==> config.mk <==
export PLATFORM = sky130hd
export DESIGN_NAME = pae_cell
export DESIGN_NICKNAME = d
export VERILOG_FILES = /design/src/rtl/core/pae_pkg.sv /design/src/rtl/core/pae_cell.sv
export SDC_FILE = /design/constraint.sdc
export NUM_CORES = 1
export LEC_CHECK = 0
export BUFFER_PORTS_ARGS = -buffer_cell sky130_fd_sc_hd__buf_4
export CAP_MARGIN = 20
export CORE_MARGIN = 5
export CORE_UTILIZATION = 26
export CTS_BUF_LIST = sky130_fd_sc_hd__clkbuf_4 sky130_fd_sc_hd__clkbuf_8 sky130_fd_sc_hd__clkbuf_16
export CTS_CLUSTER_DIAMETER = 40
export CTS_CLUSTER_SIZE = 14
export DETAILED_ROUTE_END_ITERATION = 12
export PLACE_DENSITY = 0.56
export SLEW_MARGIN = 20
export SYNTH_ARGS = -nofsm -noshare
export SYNTH_HDL_FRONTEND = slang
export SYNTH_SLANG_ARGS = --single-unit
==> constraint.sdc <==
create_clock -name clk -period 15.6 [get_ports clk]
set_input_delay 2.34 -clock clk [delete_from_list [all_inputs] [get_ports clk]]
set_output_delay 2.34 -clock clk [all_outputs]
set_load 0.05 [all_outputs]
==> src/rtl/core/pae_pkg.sv <==
// Shared constants, codes and types for the positional array engine.
`timescale 1ns / 1ps

package pae_pkg;

	localparam int DEPTH  = 64;
	localparam int IDX_W  = $clog2(DEPTH);
	localparam int CNT_W  = 7;
	localparam int DATA_W = 32;

	// command codes
	localparam logic [2:0] FN_CLEAR  = 3'd0;
	localparam logic [2:0] FN_INSERT = 3'd1;
	localparam logic [2:0] FN_DELETE = 3'd2;
	localparam logic [2:0] FN_ASC    = 3'd3;
	localparam logic [2:0] FN_DESC   = 3'd4;
	localparam logic [2:0] FN_FIND   = 3'd5;
	localparam logic [2:0] FN_DUMP   = 3'd6;

	// result status codes
	localparam logic [1:0] RS_DONE   = 2'd0;
	localparam logic [1:0] RS_REJECT = 2'd1;
	localparam logic [1:0] RS_EMPTY  = 2'd2;

	// per-cell operations
	localparam logic [2:0] CELL_HOLD   = 3'd0;
	localparam logic [2:0] CELL_INSERT = 3'd1;
	localparam logic [2:0] CELL_DELETE = 3'd2;
	localparam logic [2:0] CELL_SORT   = 3'd3;
	localparam logic [2:0] CELL_ROTATE = 3'd4;

	typedef logic signed [DATA_W-1:0] word_t;

	typedef struct packed {
		logic [2:0]       op;
		logic [CNT_W-1:0] pos;
		word_t            value;
		logic [CNT_W-1:0] count;
		logic             phase;
		logic             desc;
	} cell_ctl_t;

endpackage

==> src/rtl/core/pae_cell.sv <==
// One list cell: holds one entry and trades it with its neighbours.
`timescale 1ns / 1ps

module pae_cell
	import pae_pkg::*;
(
	input  logic             clk,
	input  cell_ctl_t        ctl,
	input  logic [IDX_W-1:0] idx,
	input  word_t            left_data,
	input  word_t            right_data,
	output word_t            data
);

	word_t            data_q;
	word_t            data_nx;
	logic [CNT_W-1:0] idx_w;
	logic [CNT_W-1:0] idx_up;
	logic             pair_lo;
	logic             pair_hi;
	logic             swap_lo;
	logic             swap_hi;

	assign idx_w  = CNT_W'(idx);
	assign idx_up = idx_w + CNT_W'(1);

	// odd-even transposition: low side pairs with right, high side with left
	assign pair_lo = (idx[0] == ctl.phase) && (idx_up < ctl.count);
	assign pair_hi = (idx[0] != ctl.phase) && (idx_w != '0) && (idx_w < ctl.count);
	assign swap_lo = ctl.desc ? (data_q < right_data) : (right_data < data_q);
	assign swap_hi = ctl.desc ? (left_data < data_q) : (data_q < left_data);

	always_comb begin
		data_nx = data_q;
		unique case (ctl.op)
			CELL_HOLD: data_nx = data_q;
			CELL_INSERT: begin
				if (idx_w > ctl.pos)
					data_nx = left_data;
				else if (idx_w == ctl.pos)
					data_nx = ctl.value;
			end
			CELL_DELETE: begin
				if (idx_w >= ctl.pos)
					data_nx = right_data;
			end
			CELL_SORT: begin
				if (pair_lo && swap_lo)
					data_nx = right_data;
				else if (pair_hi && swap_hi)
					data_nx = left_data;
			end
			CELL_ROTATE: data_nx = right_data;
			default: data_nx = data_q;
		endcase
	end

	always_ff @(posedge clk) begin
		data_q <= data_nx;
	end

	assign data = data_q;

endmodule

Word-level counts from Yosys, hierarchy flattened
Cells that the tools add are included.
{"block": "op_classes", "add_sub_neg": 1, "order_cmp": 8, "n_eq_ne": 10, "muxes": 8, "reduce_logical": 8}
{"cell": "32-bit two-way mux", "n": 5}
{"cell": "32-bit < comparator", "n": 4}
{"cell": "32-bit one-hot mux with 4 select lines", "n": 1}
{"cell": "6-bit by 1-bit adder with 7-bit output (second input constant)", "n": 1}
{"cell": "6-bit by 7-bit equality test with 1-bit output", "n": 1}
{"cell": "6-bit by 7-bit greater-or-equal comparator with 1-bit output", "n": 1}
{"cell": "6-bit by 7-bit greater-than comparator with 1-bit output", "n": 1}
{"cell": "6-bit by 7-bit < comparator with 1-bit output", "n": 1}
{"cell": "7-bit < comparator", "n": 1}
{"cell": "7-bit nonzero test", "n": 1}
{"cell": "3-bit by 2-bit equality test with 1-bit output (second input constant)", "n": 2}
{"cell": "3-bit inequality test (second input constant)", "n": 2}
{"cell": "1-bit logical AND", "n": 5}
{"cell": "4-bit AND reduction", "n": 1}
{"cell": "4-bit nonzero test", "n": 1}
{"cell": "3-bit by 1-bit equality test with 1-bit output (second input constant)", "n": 1}
{"cell": "3-bit equality test (second input constant)", "n": 1}
{"cell": "1-bit two-way mux", "n": 2}
{"cell": "2-bit inequality test (second input constant)", "n": 1}
{"cell": "1-bit equality test", "n": 1}
{"cell": "1-bit inequality test", "n": 1}
{"block": "word_totals", "ff_bits": 32, "in_bits": 122, "out_inout_bits": 32, "wordCells": 36}

Depth between registers and ports, before layout
Gate-level depths: netlist of run 1.
{"block": "logic_depth", "word_depth": 7, "depth_mapped": 12, "depth_no_buf": 11}

Least setup slack after synthesis of run 1
Ideal clock, no wire load.
{"block": "synth_timing", "kind": "input to register", "startpoint": "input left_data[9]", "endpoint": "register data_q[0] (netlist: data[0]) (enable)", "setup_time_ps": 466, "t_arrival_ps": 6279, "required_time_ps": 15134, "slack_ps": 8855, "stages": 11, "path_buffers": 0, "path_cell_list": "inv_1 ha_1 a21o_1 a21o_1 a221oi_1 o211ai_1 a21oi_1 mux2i_1 mux2i_1 o211ai_1 o21ai_0"}
{"block": "synth_via", "elab_chain_len": 5, "elab_cells_between_ends": 6, "cone_classes": "order compare: 2; eq/ne: 1; mux: 1; reduce/logical: 2"}
{"item": "from (decl)", "line_no": "pae_cell.sv:10", "text": "input word_t left_data,"}
{"item": "32-bit < comparator", "line_no": "pae_cell.sv:31", "text": "assign swap_hi = ctl.desc ? (left_data < data_q) : (data_q < left_data);"}
{"item": "1-bit two-way mux (*)", "line_no": "pae_cell.sv:31"}
{"item": "1-bit logical AND (*)", "line_no": "pae_cell.sv:50", "text": "else if (pair_hi && swap_hi)"}
{"item": "3-bit inequality test (no source line) (*)"}
{"item": "4-bit AND reduction (no source line) (*)"}
{"item": "to (signal assigned)", "line_no": "pae_cell.sv:59", "text": "data_q <= data_nx;"}
{"item": "to (decl)", "line_no": "pae_cell.sv:15", "text": "word_t data_q;"}
Every way passes the cells marked *; elsewhere a longest branch is shown, timed or not.
A chain may end at the register's enable or synchronous reset.

Worst setup path in the final report of run 1
{"block": "layout_timing", "startpoint": "input right_data[15]", "endpoint": "register data_q[18] (netlist: data[18]) (data pin)"}
{"block": "layout_via", "elab_chain_len": 5, "elab_cells_between_ends": 6, "cone_classes": "order compare: 2; mux: 3; reduce/logical: 1"}
{"item": "from (decl)", "line_no": "pae_cell.sv:11", "text": "input word_t right_data,"}
{"item": "32-bit < comparator", "line_no": "pae_cell.sv:30", "text": "assign swap_lo = ctl.desc ? (data_q < right_data) : (right_data < data_q);"}
{"item": "1-bit two-way mux (*)", "line_no": "pae_cell.sv:30"}
{"item": "1-bit logical AND (*)", "line_no": "pae_cell.sv:48", "text": "if (pair_lo && swap_lo)"}
{"item": "32-bit two-way mux (*)", "line_no": "pae_cell.sv:48"}
{"item": "32-bit one-hot mux with 4 select lines (*)", "line_no": "pae_cell.sv:35", "text": "unique case (ctl.op)"}
{"item": "via data_nx[18]", "line_no": "pae_cell.sv:16", "text": "word_t data_nx;"}
The timed path passes the listed nets; every way through them passes the cells marked *.

==> metrics, run 1 <==
die width 133 µm; CTS H-tree depth 2; Worst R2R Start data[15]$_DFFE_PP_; Least-Margin Pin Slew 0.913 ns; initial antenna violation count 0; Finished Layout Cells 766; placed insts about 760; worst clock skew 0.00357 ns; GRT Residual Overflow 0; synthesized flop and latch total 32; Power Total 0.000399 W; io pins 154; Critical Path RT 15.74 ns; Synth Instances between 400 and 500; cell taking the most area after synthesis ha_1; post-CTS setup buffer count 0; slew margin rel. 39.1%; fin crit share 34.2%; sequential-to-total area share from yosys stat 24.5%; largest cells by area after synthesis ha_1 27%, edfxtp_1 25%, a221o_1 8.2%, inv_1 8.0%, and2_1 5.1%; max FFs per register 32; ys flop type edfxtp_1; initial drt markers 120; Startpoint Class input port; worst-path maximum fanout 17; number of vias per cell 4.92; Final TNS setup 0 ns; hold path startpoint data[31]$_DFFE_PP_; Pleak between 2 and 3 nW; RD Place Congestion between 0.8 and 0.9; hold-fix buffer count after cts 0; # resized after CTS 0; die height 133 µm; met2 Use GR 23.1%; Setup violations, final 0; # port buffers 153; first-pass GRT wire length 20,600 µm; RSZ-0062 raised after global routing no; CTS root buf clkbuf_16; area of the die around 18,000 µm²; Hold WS 1.37 ns; Synth async-reset ratio 0%; Wirelength per Cell 16.7 µm; Post-Synth XOR/XNOR Area 1.34%; post-synthesis adder-cell area fraction 26.5%; Bufs on Longest Clock Path 2; FF-to-FF path depth 12; met3 usage between 5 and 6%; Worst R2R Setup Slack 12.00 ns; status complete, no violations; pwr dens 73.1 nW/µm²; TritonCTS clock tree yes; mux share of post-synthesis cell area 0.767%; Final Critical Period 5.34 ns; Initial Utilization a little over a quarter; DRC viols 0; Hold Path Sink data[2]$_DFFE_PP_; Crit Path Category in2reg; M1 GR Usage 18.1%; Cell variety after synth 44; Worst Hold Class reg2reg; Final Hold Vio Count 0; DRT antenna net count 0; Mapped Nets 632; Post-DP HPWL about 11,000 µm; Inserted Diodes 0; Area growth, synth to finish 39.5%; maxcap violations 0; r2r endpoint data[18]$_DFFE_PP_; peak supply drop 32.0 µV; fraction of layout cells with a size suffix above 1 30.2%; Post-Synth Simple-Gate Area 15.0%; fmax 187 MHz; share of the synthesized area in the top cell type 26.5%; most frequent cells in the layout 155 x buf_4, 83 x inv_1, 83 x ha_1; average size of a mapped cell about 9 µm²; final WL 12,800 µm; Site Rows 44; Arr. time, crit path between 5 and 6 ns; Via Count 3,767; Post-Syn Area 3920 µm²; largest family of logic cells by synthesized area adder cells; TritonCTS buffer count 5; Final Max Tran Viols 0; Hold Crit Depth 5; Final nets 786; busiest layer in global routing met2; Yosys warning total 0; Core Region 14,600 µm²; most common cell after layout, fill and taps aside buf_4; Post-synth EDFFs 32; first-pass iteration count of the detailed router 4; worst skew pair latency between 0.2 and 0.3 ns; Synth Area in Compound Gates 22.2%; CTS Sinks 32; Setup crit end kind flop; total track usage 14.3%; vias in the first global route ~4,100; largest net degree at the start of global routing 33; Clock Pin Slew Worst Setup and Hold Paths 0.06 ns
[synthesized netlist by cell type, types with 2 or more instances]
library cell	count
a21boi_0	3
nor2_1	8
a211oi_1	5
and3_1	3
a221oi_1	3
nor4_1	2
clkbuf_1	3
mux2i_1	3
inv_1	83
buf_4	3
a21o_1	11
nand4_1	14
edfxtp_1	32
xnor2_1	4
a221o_1	32
o21ai_0	14
and2_1	32
nor2b_1	8
o211ai_1	5
or4_1	2
nand2_1	14
a21oi_1	27
nand3_1	7
buf_6	3
nand2b_1	2
nand4_2	2
xor2_1	2
o21a_1	2
ha_1	83
[stage by stage]
stage,cell area (µm²),util [%],setup slack (ns)
after floorplan,3920,-,8.86
after global routing,5460,37.3,10.02
after CTS,5430,37.1,10.13
after global placement,5270,36.0,9.94
after detailed placement,5270,36.0,9.85
final,5460,37.3,10.26
[layer usage]
layer | vias up | wire length, µm
met5 | - | 0
met4 | 0 | 211
met3 | 14 | 1260
met2 | 123 | 5750
met1 | 1745 | 5590
li1 | 1885 | -
[worst max path at each step]
stage | start | to | slack (ns) | cells past startpoint
floorplan | left_data[9] | data[0]$_DFFE_PP_ | 8.86 | 11
global placement | left_data[9] | data[9]$_DFFE_PP_ | 9.94 | 12
detailed placement | left_data[9] | data[18]$_DFFE_PP_ | 9.85 | 12
CTS | left_data[9] | data[23]$_DFFE_PP_ | 10.13 | 12
global route | right_data[11] | data[18]$_DFFE_PP_ | 10.02 | 12
finish | right_data[15] | data[18]$_DFFE_PP_ | 10.26 | 12
[worst max-delay path: stages]
cell and delay [ns]:
buf_4 0.12, ha_1 0.32, nand4_2 0.18, nor3_2 0.26
a21boi_2 0.24, o31ai_2 0.09, and3_1 0.19, a211o_1 0.29
o211a_2 0.16, o21ai_2 0.71, buf_4 0.38, a221o_1 0.20
[logic make-up (layout without fill, tap and decap cells)]
family,after synthesis,in the layout
mux,3,3
compound gates,113,113
buf+inv,92,247
xor+xnor,6,6
simple gates,98,98
fa+ha+maj,83,83
flops,32,32
[layout make-up]
| cell class | instances | area [µm²] |
|---|---|---|
| clock inverters | 2 | 35.0 |
| clock buffers | 6 | 133 |
| repair buffers | 156 | 1190 |
| multi-input cells | 303 | 2600 |
| well taps | 184 | 230 |
| fillers | 1516 | 9180 |
| flip-flops and latches | 32 | 961 |
| inverters | 83 | 312 |
[power by group]
part	internal (W)	switching, W
clock	0.0000769	0.0000375
sequential	0.000107	0.00000697
combinational	0.0000751	0.0000953
total	0.000259	0.000140
Note: power is estimated with default switching activity, not from simulation.
==> run 2: changes to the inputs <==
==> constraint.sdc (replaced) <==
create_clock -name clk -period 5.3 [get_ports clk]
set_input_delay 0.795 -clock clk [delete_from_list [all_inputs] [get_ports clk]]
set_output_delay 0.795 -clock clk [all_outputs]
set_load 0.05 [all_outputs]
==> run 2 against run 1 <==
Effect of this change: final area is 0.55% lower; critical path depth stayed put; combinational power grew to 3.0 times the previous value.
==> metrics, run 2 (synthesis gave the netlist of run 1 again) <==
largest net degree at the start of global routing 33 (unchanged); fraction of layout cells with a size suffix above 1 30.1% (was 30.2%); # resized after CTS 0 (unchanged); total track usage 13.9% (was 14.3%); FILL cells 1,509 (was 1,516); Worst R2R Start data[15]$_DFFE_PP_ (unchanged); Area growth, synth to finish 38.7% (was 39.5%); Net Sw Frac 35.8% (was 35.0%); Setup violations, final 0 (unchanged); worst skew pair latency 0.27 ns (about the same); die width 133 µm (unchanged); RD Place Congestion 0.829 (was 0.841); first-pass iteration count of the detailed router 5 (was 4); Worst Path Buf+Inv 2 (unchanged); worst-path maximum fanout 19 (was 17); area of the die 17,600 µm² (unchanged); hold path startpoint right_data[0] (was data[31]$_DFFE_PP_); Worst R2R Setup Slack 1.88 ns (was 12.00 ns); Site Rows 44 (unchanged); fin crit share 68.4%; TritonCTS buffer count 5 (unchanged); CTS Sinks 32 (unchanged); Wirelength per Cell 16.4 µm (was 16.7 µm); Worst Hold Class in2reg (was reg2reg); Hold Crit Depth 2 (was 5); RSZ-0062 raised after global routing no (unchanged); CTS root buf clkbuf_16 (unchanged); maxcap violations 0 (unchanged); post-CTS setup buffer count 0 (unchanged); hold-fix buffer count after cts 0 (unchanged); Clock Pin Slew Worst Setup and Hold Paths 0.05 ns (was 0.06 ns); slew margin rel. 36.9% (was 39.1%); pwr dens 204 nW/µm² (was 73.1 nW/µm²); Finished Layout Cells 765 (was 766); fmax between 200 and 300 MHz; Crit. path cell count 12 (unchanged); Arr. time, crit path 3.65 ns (was 5.48 ns); Pint 0.000712 W (was 0.000259 W); FF-to-FF path depth 12 (unchanged); Startpoint Class input port (unchanged); DRT antenna net count 0 (unchanged); max FFs per register 32 (unchanged); cell family with most CP delay compound AO/OA/AOI/OAI gates (unchanged); vias in the first global route 3,963 (was 4,051); Final TNS setup 0 ns (unchanged); Final nets 786 (unchanged); CP max stage cell a221oi_1 (was o21ai_2); Final Max Tran Viols 0 (unchanged); Worst path max stage delay 0.46 ns (was 0.71 ns); # port buffers 153 (unchanged); most common cell after layout, fill and taps aside buf_4 (unchanged); Final Hold Vio Count 0 (unchanged); CTS H-tree depth 2 (unchanged); clock share of power 24.5% (was 28.7%); status complete, no violations (unchanged); Comb pwr share 45.2% (was 42.7%); DRC viols 0 (unchanged); worst clock skew 0.00526 ns (was 0.00357 ns); first-pass GRT wire length 20,100 µm (was 20,600 µm); Crit Path Category in2reg (unchanged); Via Count 3,726 (was 3,767); sequential share of power 30.3% (was 28.6%); peak supply drop 91.0 µV (was 32.0 µV); most frequent cells in the layout 155 x buf_4, 83 x inv_1, 83 x ha_1 (unchanged); Switch Pwr 0.000398 W (was 0.000140 W); number of vias per cell 4.87 (was 4.92); Post-DP HPWL 10,500 µm (was 10,800 µm); Bufs on Longest Clock Path 2 (unchanged); die height 133 µm (unchanged); Least-Margin Pin Slew 0.945 ns (was 0.913 ns); TritonCTS clock tree yes (unchanged); Initial Utilization 26.7% (unchanged); Pleak 2.75 nW (was 2.77 nW); Critical Path RT 5.32 ns (was 15.74 ns); Hold Path Sink data[0]$_DFFE_PP_ (was data[2]$_DFFE_PP_); placed insts 757 (unchanged); GRT Residual Overflow 0 (unchanged); initial drt markers 149 (was 120); Inserted Diodes 0 (unchanged); Core Region 14,600 µm² (unchanged); Setup crit end kind flop (unchanged); r2r endpoint data[12]$_DFFE_PP_ (was data[18]$_DFFE_PP_); Final Critical Period 3.63 ns; initial antenna violation count 0 (unchanged); final WL 12,500 µm (was 12,800 µm); io pins 154 (unchanged); Cell Chain, Critical Path buf_4 > ha_1 > nand4_2 > nor3_2 > a21boi_2 > o31ai_2 > and3_1 > a211o_1 > o211a_2 > a221oi_1 > o21ai_4 > buf_16 (was buf_4 > ha_1 > nand4_2 > nor3_2 > a21boi_2 > o31ai_2 > and3_1 > a211o_1 > o211a_2 > o21ai_2 > buf_4 > a221o_1)
[run 2: cell count changes in the layout (fill, tap and decap cells not counted), sizes merged]
cell,previous run,this run
bufinv,1,0
[run 2: cell type report]
cell class	instances	area [µm²]	share of cell area (%)
clock inverter	1	5.00	0.0921
sequential	32	961	17.7
inverter	83	312	5.74
timing repair buffer	156	1190	21.9
multi-input combinational	303	2600	47.9
clock buffer	6	133	2.44
tap	184	230	4.24
[run 2: worst max-delay path by stage]
| stage | from | end | slack, ns |
|---|---|---|---|
| finish | right_data[15] | data[12]$_DFFE_PP_ | 1.67 |
| global route | left_data[7] | data[31]$_DFFE_PP_ | 1.40 |
| floorplan | left_data[9] | data[0]$_DFFE_PP_ | 0.10 |
| detailed placement | left_data[9] | data[17]$_DFFE_PP_ | 1.12 |
| global placement | left_data[9] | data[27]$_DFFE_PP_ | 1.22 |
| CTS | left_data[7] | data[16]$_DFFE_PP_ | 1.39 |
[run 2: per-layer routing]
metal / vias up / share of wire [%] / global-route usage [%]
met5: - / 0 / 0
met4: 0 / 0.62 / 2.83
met3: 5 / 9.4 / 5.85
met2: 108 / 46 / 22.9
met1: 1738 / 44 / 17.1
li1: 1875 / - / -
[run 2: per-stage QoR]
step	setup WS (ns)	utilization [%]	instance area, µm²	power (W)	hold slack, ns
CTS	1.39	36.9	5400	0.00113	0.824
detailed placement	1.12	36.0	5270	0.000842	1.11
finish	1.67	37.1	5430	0.00111	0.834
global route	1.40	37.1	5430	0.00119	0.823
floorplan	0.100	-	3920	0.000651	1.01
global placement	1.22	36.0	5270	0.000837	1.11
[run 2: power by group through the flow]
stage	combinational (W)	clock (W)	sequential, W
after floorplan	0.000238	0	0.000413
after global routing	0.000559	0.000293	0.000338
after global placement	0.000495	0	0.000341
final	0.000502	0.000272	0.000336
after detailed placement	0.000500	0	0.000342
after CTS	0.000504	0.000285	0.000337
==> run 3: changes to the inputs <==
--- a/config.mk
+++ b/config.mk
@@ -13,7 +13,7 @@
 export CTS_CLUSTER_DIAMETER = 40
 export CTS_CLUSTER_SIZE = 14
 export DETAILED_ROUTE_END_ITERATION = 12
-export PLACE_DENSITY = 0.56
+export PLACE_DENSITY = 0.58
 export SLEW_MARGIN = 20
 export SYNTH_ARGS = -nofsm -noshare
 export SYNTH_HDL_FRONTEND = slang
==> constraint.sdc (replaced) <==
create_clock -name clk -period 3.1 [get_ports clk]
set_input_delay 0.465 -clock clk [delete_from_list [all_inputs] [get_ports clk]]
set_output_delay 0.465 -clock clk [all_outputs]
set_load 0.05 [all_outputs]
==> run 3 against run 2 <==
Effect of this change: the run now ends with setup timing left; via count up 7.2%; die area stayed put; sequential cell count stayed put; worst hold slack lost 0.34 ns; wire length up 6.9%; clock-buffer cell count decreased by 1; clock skew down 0.0011 ns; largest power group unchanged.
==> metrics, run 3 (synthesis gave the netlist of run 1 again) <==
status finished, violations left (was complete, no violations); failing checks setup timing; Inserted Diodes 0 (unchanged); Cell Chain, Critical Path buf_4 > ha_1 > a21o_1 > a21o_1 > a21oi_1 > o21bai_1 > a21oi_1 > mux2i_1 > mux2i_1 > o211ai_1 > o21ai_4 > buf_12 (was buf_4 > ha_1 > nand4_2 > nor3_2 > a21boi_2 > o31ai_2 > and3_1 > a211o_1 > o211a_2 > a221oi_1 > o21ai_4 > buf_16); CTS H-tree depth 2 (unchanged); first-pass GRT wire length 21,000 µm (was 20,100 µm); Wirelength per Cell 16.3 µm (was 16.4 µm); CP max stage cell edfxtp_1 (was a221oi_1); RSZ-0062 raised after global routing yes (was no); Register Area 961 µm² (unchanged); largest net degree at the start of global routing 22 (was 33); Least-Margin Pin Slew 0.502 ns (was 0.945 ns); Post-DP HPWL 11,200 µm (was 10,500 µm); pwr dens 353 nW/µm² (was 204 nW/µm²); Worst path max stage delay 0.39 ns (was 0.46 ns); Crit. path cell count 12 (unchanged); Crit Path Category reg2reg (was in2reg); number of vias per cell 4.86 (was 4.87); RD Place Congestion 0.875 (was 0.829); Bufs on Longest Clock Path 2 (unchanged); worst skew pair latency 0.28 ns (was 0.27 ns); DRC viols 0 (unchanged); Final Max Tran Viols 0 (unchanged); most common cell after layout, fill and taps aside buf_4 (unchanged); die width 133 µm (unchanged); max FFs per register 32 (unchanged); maxcap violations 0 (unchanged); Site Rows 44 (unchanged); Critical Path RT 3.09 ns (was 5.32 ns); Finished Layout Cells 821 (was 765); peak supply drop 194 µV (was 91.0 µV); initial antenna violation count 0 (unchanged); total track usage 14.7% (was 13.9%); worst-path maximum fanout 16 (was 19); slew margin rel. 66.2% (was 36.9%); GRT Residual Overflow 0 (unchanged); hold-fix buffer count after cts 0 (unchanged); fin crit share 101%; TritonCTS clock tree yes (unchanged); DRT antenna net count 0 (unchanged); # port buffers 153 (unchanged); CTS Sinks 32 (unchanged); Final TNS setup -0.722 ns (was 0 ns); TritonCTS buffer count 5 (unchanged); fmax 319 MHz; Hold Crit Depth 2 (unchanged); most frequent cells in the layout 202 x buf_4, 82 x inv_1, 75 x ha_1 (was 155 x buf_4, 83 x inv_1, 83 x ha_1); first-pass iteration count of the detailed router 4 (was 5); worst clock skew 0.00418 ns (was 0.00526 ns); Clock Pin Slew Worst Setup and Hold Paths 0.06 ns (was 0.05 ns); FILL cells 1,456 (was 1,509); placed insts 804 (was 757); FF-to-FF path depth 12 (unchanged); area of the die 17,600 µm² (unchanged); Final nets 841 (was 786); die height 133 µm (unchanged); Arr. time, crit path 3.12 ns (was 3.65 ns); Via Count 3,993 (was 3,726); footprint of the multi-input gates 2730 µm² (was 2600 µm²); final WL 13,400 µm (was 12,500 µm); Final Critical Period 3.13 ns; Setup violations, final 36 (was 0); Initial Utilization 26.7% (unchanged); Pleak 3.05 nW (was 2.75 nW); Area growth, synth to finish 54.7% (was 38.7%); Worst Hold Class in2reg (unchanged); Core Region 14,600 µm² (unchanged); vias in the first global route 4,220 (was 3,963); Final Core Density 41.4% (was 37.1%); Setup crit end kind flop (unchanged); cell family with most CP delay compound AO/OA/AOI/OAI gates (unchanged); io pins 154 (unchanged); Final WS setup -0.0300 ns (was 1.67 ns); initial drt markers 158 (was 149); Startpoint Class flop (was input port); Final Hold Vio Count 0 (unchanged); Worst Path Buf+Inv 2 (unchanged); fraction of layout cells with a size suffix above 1 38.0% (was 30.1%); CTS root buf clkbuf_16 (unchanged)
-- run 3: cell types whose count changed in the layout (fill, tap and decap cells not counted), moves of 4 or more --
cell	previous run	this run
buf_6	0	4
ha_4	0	8
buf_12	0	5
ha_1	83	75
buf_4	155	202
-- run 3: metal layers --
layer / share of wire (%) / global-route usage, %
met5: 0 / 0
met4: 1.3 / 3.46
met3: 8.9 / 5.47
met2: 47 / 24.6
met1: 43 / 17.9
-- run 3: worst paths after layout --
kind	startpoint	to	slack (ns)
setup / recovery	data[17]$_DFFE_PP_	data[14]$_DFFE_PP_	-0.03
hold / removal	left_data[5]	data[5]$_DFFE_PP_	0.49
setup reg to reg	data[17]$_DFFE_PP_	data[14]$_DFFE_PP_	-0.03
hold reg to reg	data[31]$_DFFE_PP_	data[30]$_DFFE_PP_	1.47
-- run 3: layout make-up --
type	count	area share [%]
multi-input cells	303	45.1
repair buffers	211	27.4
flip-flops and latches	32	15.9
inverters	83	5.14
well taps	184	3.80
clock buffers	5	2.07
clock inverters	3	0.620
-- run 3: repair_timing --
action	in CTS	in global routing
buffers inserted	2	6
endpoints found under the setup margin	40	64
pin swaps	0	4
cloned	0	1
resized for setup	2	16
-- run 3: per-stage QoR --
step / setup slack, ns / hold slack [ns] / power, W / instance area, µm²
global route: -0.218 / 0.490 / 0.00227 / 6060
floorplan: -0.211 / 0.679 / 0.00112 / 3930
detailed placement: -0.178 / 0.783 / 0.00153 / 5690
CTS: -0.00769 / 0.489 / 0.00212 / 5880
finish: -0.0300 / 0.494 / 0.00214 / 6060
global placement: -0.195 / 0.780 / 0.00152 / 5690
-- run 3: power breakdown --
group	total [W]	switching [W]	internal, W
logic	0.00101	0.000528	0.000478
registers	0.000564	0.0000250	0.000539
clock network	0.000570	0.000196	0.000374
